==> src/hdl/sfh_pkg.sv <==
`timescale 1ns / 1ps
`default_nettype none

package sfh_pkg;

  localparam int unsigned MAX_KEY_LENGTH = 32'd65535;

  localparam int QDEPTH = 4;
  localparam int QAW    = 2;

  // one queued operation for the back end
  typedef struct packed {
    logic        seed_en;
    logic [15:0] seed;
    logic        mix_en;
    logic [15:0] mix_lo;
    logic [15:0] mix_hi;
    logic        fin_en;
    logic        fin_empty;
    logic [23:0] tail;
    logic [1:0]  count;
  } op_t;

  typedef struct packed {
    logic full;
    logic empty;
  } qstat_t;

endpackage

`default_nettype wire

==> src/hdl/superfasthash_byte_stream_unit.sv <==
// Throughput: one key byte per cycle, sustained, while the result side keeps up.
// After the last byte is queued, the hash passes registers f1 (group mix), f2
// (tail case), f3 and out (two avalanche stages) to reach out_tvalid; result stalls hold it.
// A 4-deep operation queue decouples byte intake from the hash pipeline.
// Reset (rst_n low, synchronous): queue, accumulator, byte gathering and
// all valid flags clear; no result is pending afterward.
`timescale 1ns / 1ps
`default_nettype none

module superfasthash_byte_stream_unit (
  input  wire logic        clk,
  input  wire logic        rst_n,
  input  wire logic        in_tvalid,
  output logic             in_tready,
  input  wire logic [23:0] in_tdata,   // data_byte[7:0], key_length[23:8]
  input  wire logic        in_tuser,   // first_byte
  input  wire logic        in_tlast,   // last_byte
  output logic             out_tvalid,
  input  wire logic        out_tready,
  output logic [31:0]      out_tdata   // hash_value[31:0]
);

  logic             in_accept;
  sfh_pkg::op_t     front_op;
  sfh_pkg::op_t     head_op;
  sfh_pkg::qstat_t  qstat;
  logic             pop;

  assign in_tready = !qstat.full;
  assign in_accept = in_tvalid && in_tready;

  sfh_front u_front (
    .clk        (clk),
    .rst_n      (rst_n),
    .accept     (in_accept),
    .data_byte  (in_tdata[7:0]),
    .first_byte (in_tuser),
    .last_byte  (in_tlast),
    .key_length (in_tdata[23:8]),
    .op         (front_op)
  );

  sfh_queue u_queue (
    .clk     (clk),
    .rst_n   (rst_n),
    .push    (in_accept),
    .push_op (front_op),
    .pop     (pop),
    .head_op (head_op),
    .stat    (qstat)
  );

  sfh_back u_back (
    .clk        (clk),
    .rst_n      (rst_n),
    .head_op    (head_op),
    .head_valid (!qstat.empty),
    .pop        (pop),
    .hash_valid (out_tvalid),
    .hash_ready (out_tready),
    .hash_value (out_tdata)
  );

  a_queue_flags : assert property (@(posedge clk) disable iff (!rst_n)
    !(qstat.full && qstat.empty))
    else $error("queue reports full and empty together");

  a_pop_nonempty : assert property (@(posedge clk) disable iff (!rst_n)
    pop |-> !qstat.empty)
    else $error("back end popped an empty queue");

  a_reset_idle : assert property (@(posedge clk)
    !rst_n |=> !out_tvalid && in_tready)
    else $error("result pending or intake blocked after reset");

endmodule

`default_nettype wire

==> src/hdl/sfh_front.sv <==
`timescale 1ns / 1ps
`default_nettype none

module sfh_front (
  input  wire logic         clk,
  input  wire logic         rst_n,
  input  wire logic         accept,
  input  wire logic [7:0]   data_byte,
  input  wire logic         first_byte,
  input  wire logic         last_byte,
  input  wire logic [15:0]  key_length,
  output sfh_pkg::op_t      op
);

  logic [23:0] pend_r, pend_nxt;
  logic [1:0]  pos_r, pos_nxt;
  logic        empty_r, empty_nxt;

  logic [23:0] eff_pend;
  logic [1:0]  eff_pos;
  logic        eff_empty;
  logic [15:0] seed;
  logic [23:0] gath_pend;
  logic [1:0]  gath_pos;

  always_comb begin
    eff_pend  = first_byte ? 24'd0 : pend_r;
    eff_pos   = first_byte ? 2'd0 : pos_r;
    eff_empty = first_byte ? (key_length == 16'd0) : empty_r;

    if ({16'd0, key_length} > sfh_pkg::MAX_KEY_LENGTH) begin
      seed = sfh_pkg::MAX_KEY_LENGTH[15:0];
    end else begin
      seed = key_length;
    end

    op         = '0;
    op.seed_en = first_byte;
    op.seed    = seed;
    gath_pend  = eff_pend;
    gath_pos   = eff_pos;

    if (!eff_empty) begin
      if (eff_pos == 2'd3) begin
        // fourth byte closes the group
        op.mix_en = 1'b1;
        op.mix_lo = eff_pend[15:0];
        op.mix_hi = {data_byte, eff_pend[23:16]};
        gath_pend = 24'd0;
        gath_pos  = 2'd0;
      end else begin
        gath_pend = eff_pend | ({16'd0, data_byte} << {eff_pos, 3'b000});
        gath_pos  = eff_pos + 2'd1;
      end
    end

    op.fin_en    = last_byte;
    op.fin_empty = eff_empty;
    op.tail      = gath_pend;
    op.count     = gath_pos;

    if (last_byte) begin
      pend_nxt  = 24'd0;
      pos_nxt   = 2'd0;
      empty_nxt = 1'b0;
    end else begin
      pend_nxt  = gath_pend;
      pos_nxt   = gath_pos;
      empty_nxt = eff_empty;
    end
  end

  always_ff @(posedge clk) begin
    if (!rst_n) begin
      pend_r  <= 24'd0;
      pos_r   <= 2'd0;
      empty_r <= 1'b0;
    end else if (accept) begin
      pend_r  <= pend_nxt;
      pos_r   <= pos_nxt;
      empty_r <= empty_nxt;
    end
  end

endmodule

`default_nettype wire

==> src/hdl/sfh_queue.sv <==
`timescale 1ns / 1ps
`default_nettype none

module sfh_queue (
  input  wire logic          clk,
  input  wire logic          rst_n,
  input  wire logic          push,
  input  wire sfh_pkg::op_t  push_op,
  input  wire logic          pop,
  output sfh_pkg::op_t       head_op,
  output sfh_pkg::qstat_t    stat
);

  sfh_pkg::op_t              mem [sfh_pkg::QDEPTH];
  logic [sfh_pkg::QAW-1:0]   wr_ptr_r, rd_ptr_r;
  logic [sfh_pkg::QAW:0]     count_r, count_nxt;

  assign head_op    = mem[rd_ptr_r];
  assign stat.full  = (count_r == (sfh_pkg::QAW+1)'(sfh_pkg::QDEPTH));
  assign stat.empty = (count_r == '0);

  always_comb begin
    count_nxt = count_r;
    unique case ({push, pop})
      2'b10:   count_nxt = count_r + 1'b1;
      2'b01:   count_nxt = count_r - 1'b1;
      default: count_nxt = count_r;
    endcase
  end

  always_ff @(posedge clk) begin
    if (push) begin
      mem[wr_ptr_r] <= push_op;
    end
  end

  always_ff @(posedge clk) begin
    if (!rst_n) begin
      wr_ptr_r <= '0;
      rd_ptr_r <= '0;
      count_r  <= '0;
    end else begin
      if (push) begin
        wr_ptr_r <= wr_ptr_r + 1'b1;
      end
      if (pop) begin
        rd_ptr_r <= rd_ptr_r + 1'b1;
      end
      count_r <= count_nxt;
    end
  end

endmodule

`default_nettype wire

==> src/hdl/sfh_back.sv <==
`timescale 1ns / 1ps
`default_nettype none

module sfh_back (
  input  wire logic          clk,
  input  wire logic          rst_n,
  input  wire sfh_pkg::op_t  head_op,
  input  wire logic          head_valid,
  output logic               pop,
  output logic               hash_valid,
  input  wire logic          hash_ready,
  output logic [31:0]        hash_value
);

  function automatic logic [31:0] mix_group(input logic [31:0] h_in,
                                            input logic [15:0] lo,
                                            input logic [15:0] hi);
    logic [31:0] h;
    logic [31:0] t;
    h = h_in + {16'd0, lo};
    t = ({16'd0, hi} << 11) ^ h;
    h = (h << 16) ^ t;
    h = h + (h >> 11);
    return h;
  endfunction

  function automatic logic [31:0] tail_case(input logic [31:0] h_in,
                                            input logic [23:0] b,
                                            input logic [1:0]  cnt);
    logic [31:0] h;
    h = h_in;
    unique case (cnt)
      2'd3: begin
        h = h + {16'd0, b[15:0]};
        h = h ^ (h << 16);
        h = h ^ ({{24{b[23]}}, b[23:16]} << 18);
        h = h + (h >> 11);
      end
      2'd2: begin
        h = h + {16'd0, b[15:0]};
        h = h ^ (h << 11);
        h = h + (h >> 17);
      end
      2'd1: begin
        h = h + {{24{b[7]}}, b[7:0]};
        h = h ^ (h << 10);
        h = h + (h >> 1);
      end
      default: h = h_in;
    endcase
    return h;
  endfunction

  logic [31:0] acc_r;
  logic [31:0] h_seed, h_mix;

  logic        f1_v_r, f2_v_r, f3_v_r, out_v_r;
  logic [31:0] f1_h_r, f2_h_r, f3_h_r, out_h_r;
  logic [23:0] f1_tail_r;
  logic [1:0]  f1_cnt_r;
  logic        f1_empty_r;
  logic        out_rdy, f3_rdy, f2_rdy, f1_rdy;
  logic [31:0] f2_h_nxt, f3_h_nxt, out_h_nxt;

  assign out_rdy = !out_v_r || hash_ready;
  assign f3_rdy  = !f3_v_r || out_rdy;
  assign f2_rdy  = !f2_v_r || f3_rdy;
  assign f1_rdy  = !f1_v_r || f2_rdy;

  // a finishing word waits for room in the avalanche pipe
  assign pop = head_valid && (!head_op.fin_en || f1_rdy);

  always_comb begin
    h_seed = head_op.seed_en ? {16'd0, head_op.seed} : acc_r;
    h_mix  = head_op.mix_en ? mix_group(h_seed, head_op.mix_lo, head_op.mix_hi) : h_seed;
  end

  always_comb begin
    f2_h_nxt = f1_empty_r ? 32'd0 : tail_case(f1_h_r, f1_tail_r, f1_cnt_r);

    f3_h_nxt = f2_h_r ^ (f2_h_r << 3);
    f3_h_nxt = f3_h_nxt + (f3_h_nxt >> 5);
    f3_h_nxt = f3_h_nxt ^ (f3_h_nxt << 4);

    out_h_nxt = f3_h_r + (f3_h_r >> 17);
    out_h_nxt = out_h_nxt ^ (out_h_nxt << 25);
    out_h_nxt = out_h_nxt + (out_h_nxt >> 6);
  end

  always_ff @(posedge clk) begin
    if (!rst_n) begin
      acc_r   <= 32'd0;
      f1_v_r  <= 1'b0;
      f2_v_r  <= 1'b0;
      f3_v_r  <= 1'b0;
      out_v_r <= 1'b0;
    end else begin
      if (pop) begin
        acc_r <= head_op.fin_en ? 32'd0 : h_mix;
      end
      if (f1_rdy) begin
        f1_v_r <= pop && head_op.fin_en;
      end
      if (f2_rdy) begin
        f2_v_r <= f1_v_r;
      end
      if (f3_rdy) begin
        f3_v_r <= f2_v_r;
      end
      if (out_rdy) begin
        out_v_r <= f3_v_r;
      end
    end
  end

  always_ff @(posedge clk) begin
    if (f1_rdy) begin
      f1_h_r     <= h_mix;
      f1_tail_r  <= head_op.tail;
      f1_cnt_r   <= head_op.count;
      f1_empty_r <= head_op.fin_empty;
    end
    if (f2_rdy) begin
      f2_h_r <= f2_h_nxt;
    end
    if (f3_rdy) begin
      f3_h_r <= f3_h_nxt;
    end
    if (out_rdy) begin
      out_h_r <= out_h_nxt;
    end
  end

  assign hash_valid = out_v_r;
  assign hash_value = out_h_r;

endmodule

`default_nettype wire
==> config.mk <==
export PLATFORM = sky130hd
export DESIGN_NAME = superfasthash_byte_stream_unit
export DESIGN_NICKNAME = d
export VERILOG_FILES = /design/src/hdl/sfh_pkg.sv /design/src/hdl/superfasthash_byte_stream_unit.sv /design/src/hdl/sfh_front.sv /design/src/hdl/sfh_queue.sv /design/src/hdl/sfh_back.sv
export SDC_FILE = /design/constraint.sdc
export NUM_CORES = 1
export LEC_CHECK = 0
export ABC_AREA = 0
export BUFFER_PORTS_ARGS = -buffer_cell sky130_fd_sc_hd__buf_2
export CORE_MARGIN = 1
export CORE_UTILIZATION = 55
export CTS_BUF_LIST = sky130_fd_sc_hd__clkbuf_4
export DETAILED_ROUTE_END_ITERATION = 6
export PLACE_DENSITY = 0.77
export SLEW_MARGIN = 20
export SYNTH_ARGS = -nofsm -noshare
export SYNTH_HDL_FRONTEND = slang
export SYNTH_SLANG_ARGS = --single-unit
==> constraint.sdc <==
create_clock -name clk -period 7.8 [get_ports clk]
set_clock_uncertainty 0.15 [all_clocks]
set_input_delay 0.78 -clock clk [delete_from_list [all_inputs] [get_ports clk]]
set_output_delay 0.78 -clock clk [all_outputs]
set_load 0.02 [all_outputs]
After elaboration in Yosys (flattened, before gate mapping). Memory sizes are Yosys's and may differ from the RTL's. A register that Yosys moved wholly into a read port is not among the register bits. Cells that the tools add are included.

Memories: 1. Word-level logic and storage cells: 91. Output and inout bits: 34. Input port bits: 30. Bits in writable memories: 312. Bits in registers: 225.

Reduce and logical (&&, ||, !) cells: 18. Bitwise gates (word level): 10. Eq/ne operators: 7. Multiplexer cells: 21. $add $sub $neg: 15. Shift operators: 1.

Memory list: u_queue.mem (words 4, width 78, rd ports 1, clocked after Yosys merged registers in 1, write ports 1, line sfh_queue.sv:14) `sfh_pkg::op_t mem [sfh_pkg::QDEPTH];`.

Operators by type and width (number): $xor A32 B32 Y32 (8); $mux W24 (4); $mux W32 (3); $pmux W32 S3 (1); $mux W33 (2); $add A32 B15 Y32 (2); $add A32 B16 Y32 (2); $add A32 B21 Y32 (2); $add A32 B26 Y32 (1); $add A32 B27 Y32 (1); $add A32 B31 Y32 (1); $add A32 B32 Y32 (1); $xor A27 B32 Y32 (1); $or A24 B24 Y24 (1); $shl A8 B5 Y24 (1); $logic_not A16 Y1 (1); $mux W2 (6); $eq A2 B2 Y1 const B (4); $logic_not A1 Y1 (7); $add A2 B1 Y2 const B (3); $pmux W3 S2 (1); $logic_or A1 B1 Y1 (5); $eq A2 B1 Y1 const B (2); $mux W1 (4); other kinds (6) (8).

Depth between registers and ports, before layout.
Depth in word-level cells: 9. Depth in mapped cells: 31. Mapped depth without buffers: 27.

By module. A second synthesis with hierarchy kept.

Cell total of the unflattened synthesis: 2996. Area, all modules: 34149.0 um^2.

By module, submodules not included: sfh_back (seq. area each 5375.2 um^2, area an instance 20676.1 um^2, instances 1, cells each 2321); sfh_queue (seq. area each 9549.2 um^2, area an instance 11723.7 um^2, instances 1, cells each 454); sfh_front (seq. area each 540.5 um^2, area an instance 1735.4 um^2, instances 1, cells each 218); superfasthash_byte_stream_unit (seq. area each 0.0 um^2, area an instance 13.8 um^2, instances 1, cells each 3).

Worst setup path after synthesis. OpenSTA, ideal clock, no wires.

Kind: flip-flop to flip-flop. From: register (tool-made name). To: register u_back.f1_h_r[28] (data pin). Data arrival time: 7915 ps. Stages on the path, launching flop included: 30. Clock period less this slack: 8341 ps. Setup slack: -541 ps. Buffers on the path: 5. Library setup time: 275 ps. Cell sequence: dfxtp_1 buf_2 buf_2 buf_1 clkbuf_1 buf_1 mux4_2 ha_1 fa_1 a211oi_1 o21ai_0 a2111oi_0 o31ai_1 a21oi_1 xor2_1 xnor2_1 inv_1 fa_1 nor2b_1 o21a_1 o21ai_0 a21oi_1 a311o_1 a31oi_1 nor4_1 o21ai_1 or2_2 nor3b_2 xnor2_1 o21ai_1.

RTL lines: end signal, assigned (line sfh_back.sv:118) `f1_h_r <= h_mix;`; end, declared (line sfh_back.sv:58) `logic [31:0] f1_h_r, f2_h_r, f3_h_r, out_h_r;`.

==> flow_summary.yaml <==
logic_synthesis:
  synth_edf_count: 467
  synth_top_area_cell: "edfxtp_1"
  synthTopCellsByArea: "edfxtp_1, ha_1, xnor2_1"
  ys_seq_area_share_pct: 45.57
  netlist_instances: 3000
  syn-num-nets: 3257
  synth_ff_type: "edfxtp_1"
  synth_seq_cells: 539
  async_flop_share_pct: 0
  syn_area_sq_um: 33940
  synthDistinctLibCells: 100
  yosys.area.top_type_share_pct: 41.32
  yosys_warnings: 0
  postSynthAreaPerCell_sq_um: 11.31
floorplan:
  core-area_sq_um: 60700
  start_util_pct: 55.91
  num_io_pins: 64
  dieArea_sq_um: 62700
  num_rows: 90
  die_w_microns: 250.4
  dieHeight_microns: 250.4
sta:
  worst_pin_slew_ns: 0.9030
  tns_ns: 0
  postLayoutSetupSlackWorst_ns: 0.5841
  fin_crit_ns: 7.216
  fin_crit_sh_pct: 92.51
  fmax_ghz: 0.1386
  rsz0062_at_grt: "no"
  final_hold_viol_count: 0
  slew_viol_final: 0
  setup_viol: 0
  relSlewSlack_pct: 39.74
placed_design:
  hpwl_microns: 71120
  gp_congestion: 0.9872
  post-place-ws_ns: 0.5886
  dpl_cell_area_sq_um: 35290
  io_buffers: 63
worst_setup_path:
  crit_family: "compound AO/OA/AOI/OAI gates"
  crit_buf_inv: 2
  regToRegSetupSlack_ns: 0.58
  end_kind: "flip-flop"
  max_stage_delay_ns: 0.53
  timing.rr.end: "u_back.f1_h_r[28]$_DFFE_PP_"
  worst_ep_arrival_time_ns: 7.70
  reg2regPathDepth: 27
  critPathKind: "reg2reg"
  required_ns: 8.29
  slowest_stage: "mux4_2"
  critPathMaxFanout: 9
  critPathLaunchType: "flip-flop"
finish:
  register_area_sq_um: 15470
  num-fill-cells: 4815
  stdcell_area_sq_um: 37330
  drive_gt1_share_pct: 15.24
  multi_input_area_sq_um: 17900
  utilization_pct: 61.50
  syn2layout_area_growth_pct: 9.995
  fin_nets: 3445
clock_network:
  htree_levels: 4
  insertion_delay_ns: 1.01
  cts-resized-gates: 0
  path_clk_slew_ns: 0.08
  root_buffer: "clkbuf_4"
  clock_sinks: 539
  clockBufferDepth: 3
  cts_tree: "built"
  numCtsBuffers: 139
flow_run:
  drv_cap: 0
grt:
  grt_pass1_vias: 25020
  grt_max_degree: 65
  antenna_found_initial: 4
  grt_pass1_wl_microns: 145900
  grt_overflow: 0
  globalRouteTotalUtil_pct: 30.64
route:
  ant_nets: 0
  avgRoutedWirePerCell_microns: 23.59
  routed_via_density: 6.265
  num_vias: 25560
  dr.pass1.iters: 6
  drc: 0
  drt-total-wl_microns: 96240
  drt_iter0_drc: 2371
hold_path:
  min_to: "u_front.pend_r[2]$_SDFFE_PN0P_"
  min_path_type: "in2reg"
  hold_depth: 2
  hp-start: "rst_n"
outcome:
  status: "completed"
[flip-flops by register name, summed over array words and instances, names as in the netlist, 2 cells and up, named ones only]
| register | flops |
|---|---|
| u_queue.mem | 312 |
| u_back.acc_r | 32 |
| u_back.f1_h_r | 32 |
| u_back.f2_h_r | 32 |
| u_back.f3_h_r | 32 |
| u_back.hash_value | 32 |
| u_back.f1_tail_r | 24 |
| u_front.pend_r | 24 |
| u_queue.count_r | 3 |
| u_back.f1_cnt_r | 2 |
| u_front.pos_r | 2 |
| u_queue.rd_ptr_r | 2 |
| u_queue.wr_ptr_r | 2 |
[through the flow]
step | cells | hold slack, ns
floorplan | 3000 | 0.2824
finish | 4079 | 0.1679
global placement | 3807 | 0.3245
global route | 4077 | 0.1295
CTS | 4070 | 0.07577
detailed placement | 3807 | 0.3297
[cell families after synthesis]
logic type | share of synthesized area (%)
simple gates | 11.99
compound gates | 14.26
flops | 45.57
xor+xnor | 11.67
fa+ha+maj | 8.590
buf+inv | 1.891
mux | 6.028
[layout by cell type, fill, tap and decap left out, types with 35 or more instances in the layout]
cell type and instances:
dfxtp_1 70, xnor2_1 243, a21oi_1 204, edfxtp_1 467, buf_4 48, a21o_1 90, clkbuf_4 205, buf_2 63
o21a_1 38, nand2_1 216, mux4_2 80, and2_1 55, inv_1 81, nor3_1 36, nor2b_1 104, nand3_1 56
ha_1 217, nor2_1 177, o21ai_0 116, a22oi_1 56, nand2b_1 35, xor2_1 172
[repair_timing]
| action | in CTS | in global routing |
|---|---|---|
| setup buffers | 0 | 5 |
| endpoints found under the hold margin | 68 | 0 |
| hold buffers | 17 | 0 |
| endpoints found under the setup margin | 0 | 5 |
[cell usage after synthesis (all sizes together), types with 72 or more instances]
cell type and count:
nor2 181, xor2 172, mux4 80, edfxtp 467
inv 85, nor2b 104, dfxtp 72, a21o 90
ha 217, xnor2 251, a21oi 207, o21ai 127
nand2 216
[worst reg2reg max path: stages (launching register included)]
cell and delay [ns]:
dfxtp_4 0.43, mux4_2 0.54, nand2_1 0.09, nand2_1 0.07
ha_1 0.25, fa_1 0.48, a211oi_1 0.33, o21ai_0 0.18
a2111oi_0 0.41, buf_4 0.19, o31ai_1 0.06, a21oi_1 0.17
xor2_1 0.29, xnor2_1 0.23, inv_1 0.10, fa_1 0.44
nor2b_1 0.13, o21a_1 0.13, o21ai_0 0.11, a21oi_1 0.28
a311o_1 0.27, a31oi_1 0.18, nor4_1 0.23, o21ai_1 0.24
or2_2 0.42, nor3b_2 0.27, xnor2_1 0.15, o21ai_1 0.08
[worst max path at each step]
| stage | from | cells past startpoint | end | slack, ns |
|---|---|---|---|---|
| 3_3_place_gp | flip-flop | 27 | u_back.f1_h_r[28]$_DFFE_PP_ | 0.65 |
| 6_report | flip-flop | 27 | u_back.f1_h_r[28]$_DFFE_PP_ | 0.58 |
| 3_5_place_dp | flip-flop | 27 | u_back.f1_h_r[28]$_DFFE_PP_ | 0.59 |
| 4_1_cts | flip-flop | 27 | u_back.f1_h_r[28]$_DFFE_PP_ | 0.49 |
| 2_1_floorplan | flip-flop | 29 | u_back.f1_h_r[28]$_DFFE_PP_ | 0.07 |
| 5_1_grt | flip-flop | 27 | u_back.f1_h_r[28]$_DFFE_PP_ | 0.06 |
[per-layer routing]
layer	track usage (%)	vias up	routed length [microns]
li1	-	11700	-
met1	40.37	12480	40340
met2	50.20	1164	45360
met3	4.915	212	6634
met4	13.20	0	3917
met5	0	-	0
[final cells by class]
cell class	instances	area share, %
Antenna cell	4	0.02681
Clock buffer	205	4.123
Clock inverter	41	0.7039
Inverter	86	0.8648
Multi-Input combinational cell	2294	47.95
Sequential cell	539	41.45
Tap cell	782	2.621
Timing Repair Buffer	128	2.266
Power is left out: the tool's default activity adds up to more than one toggle a clock period on the data nets, which glitch-free logic cannot reach.
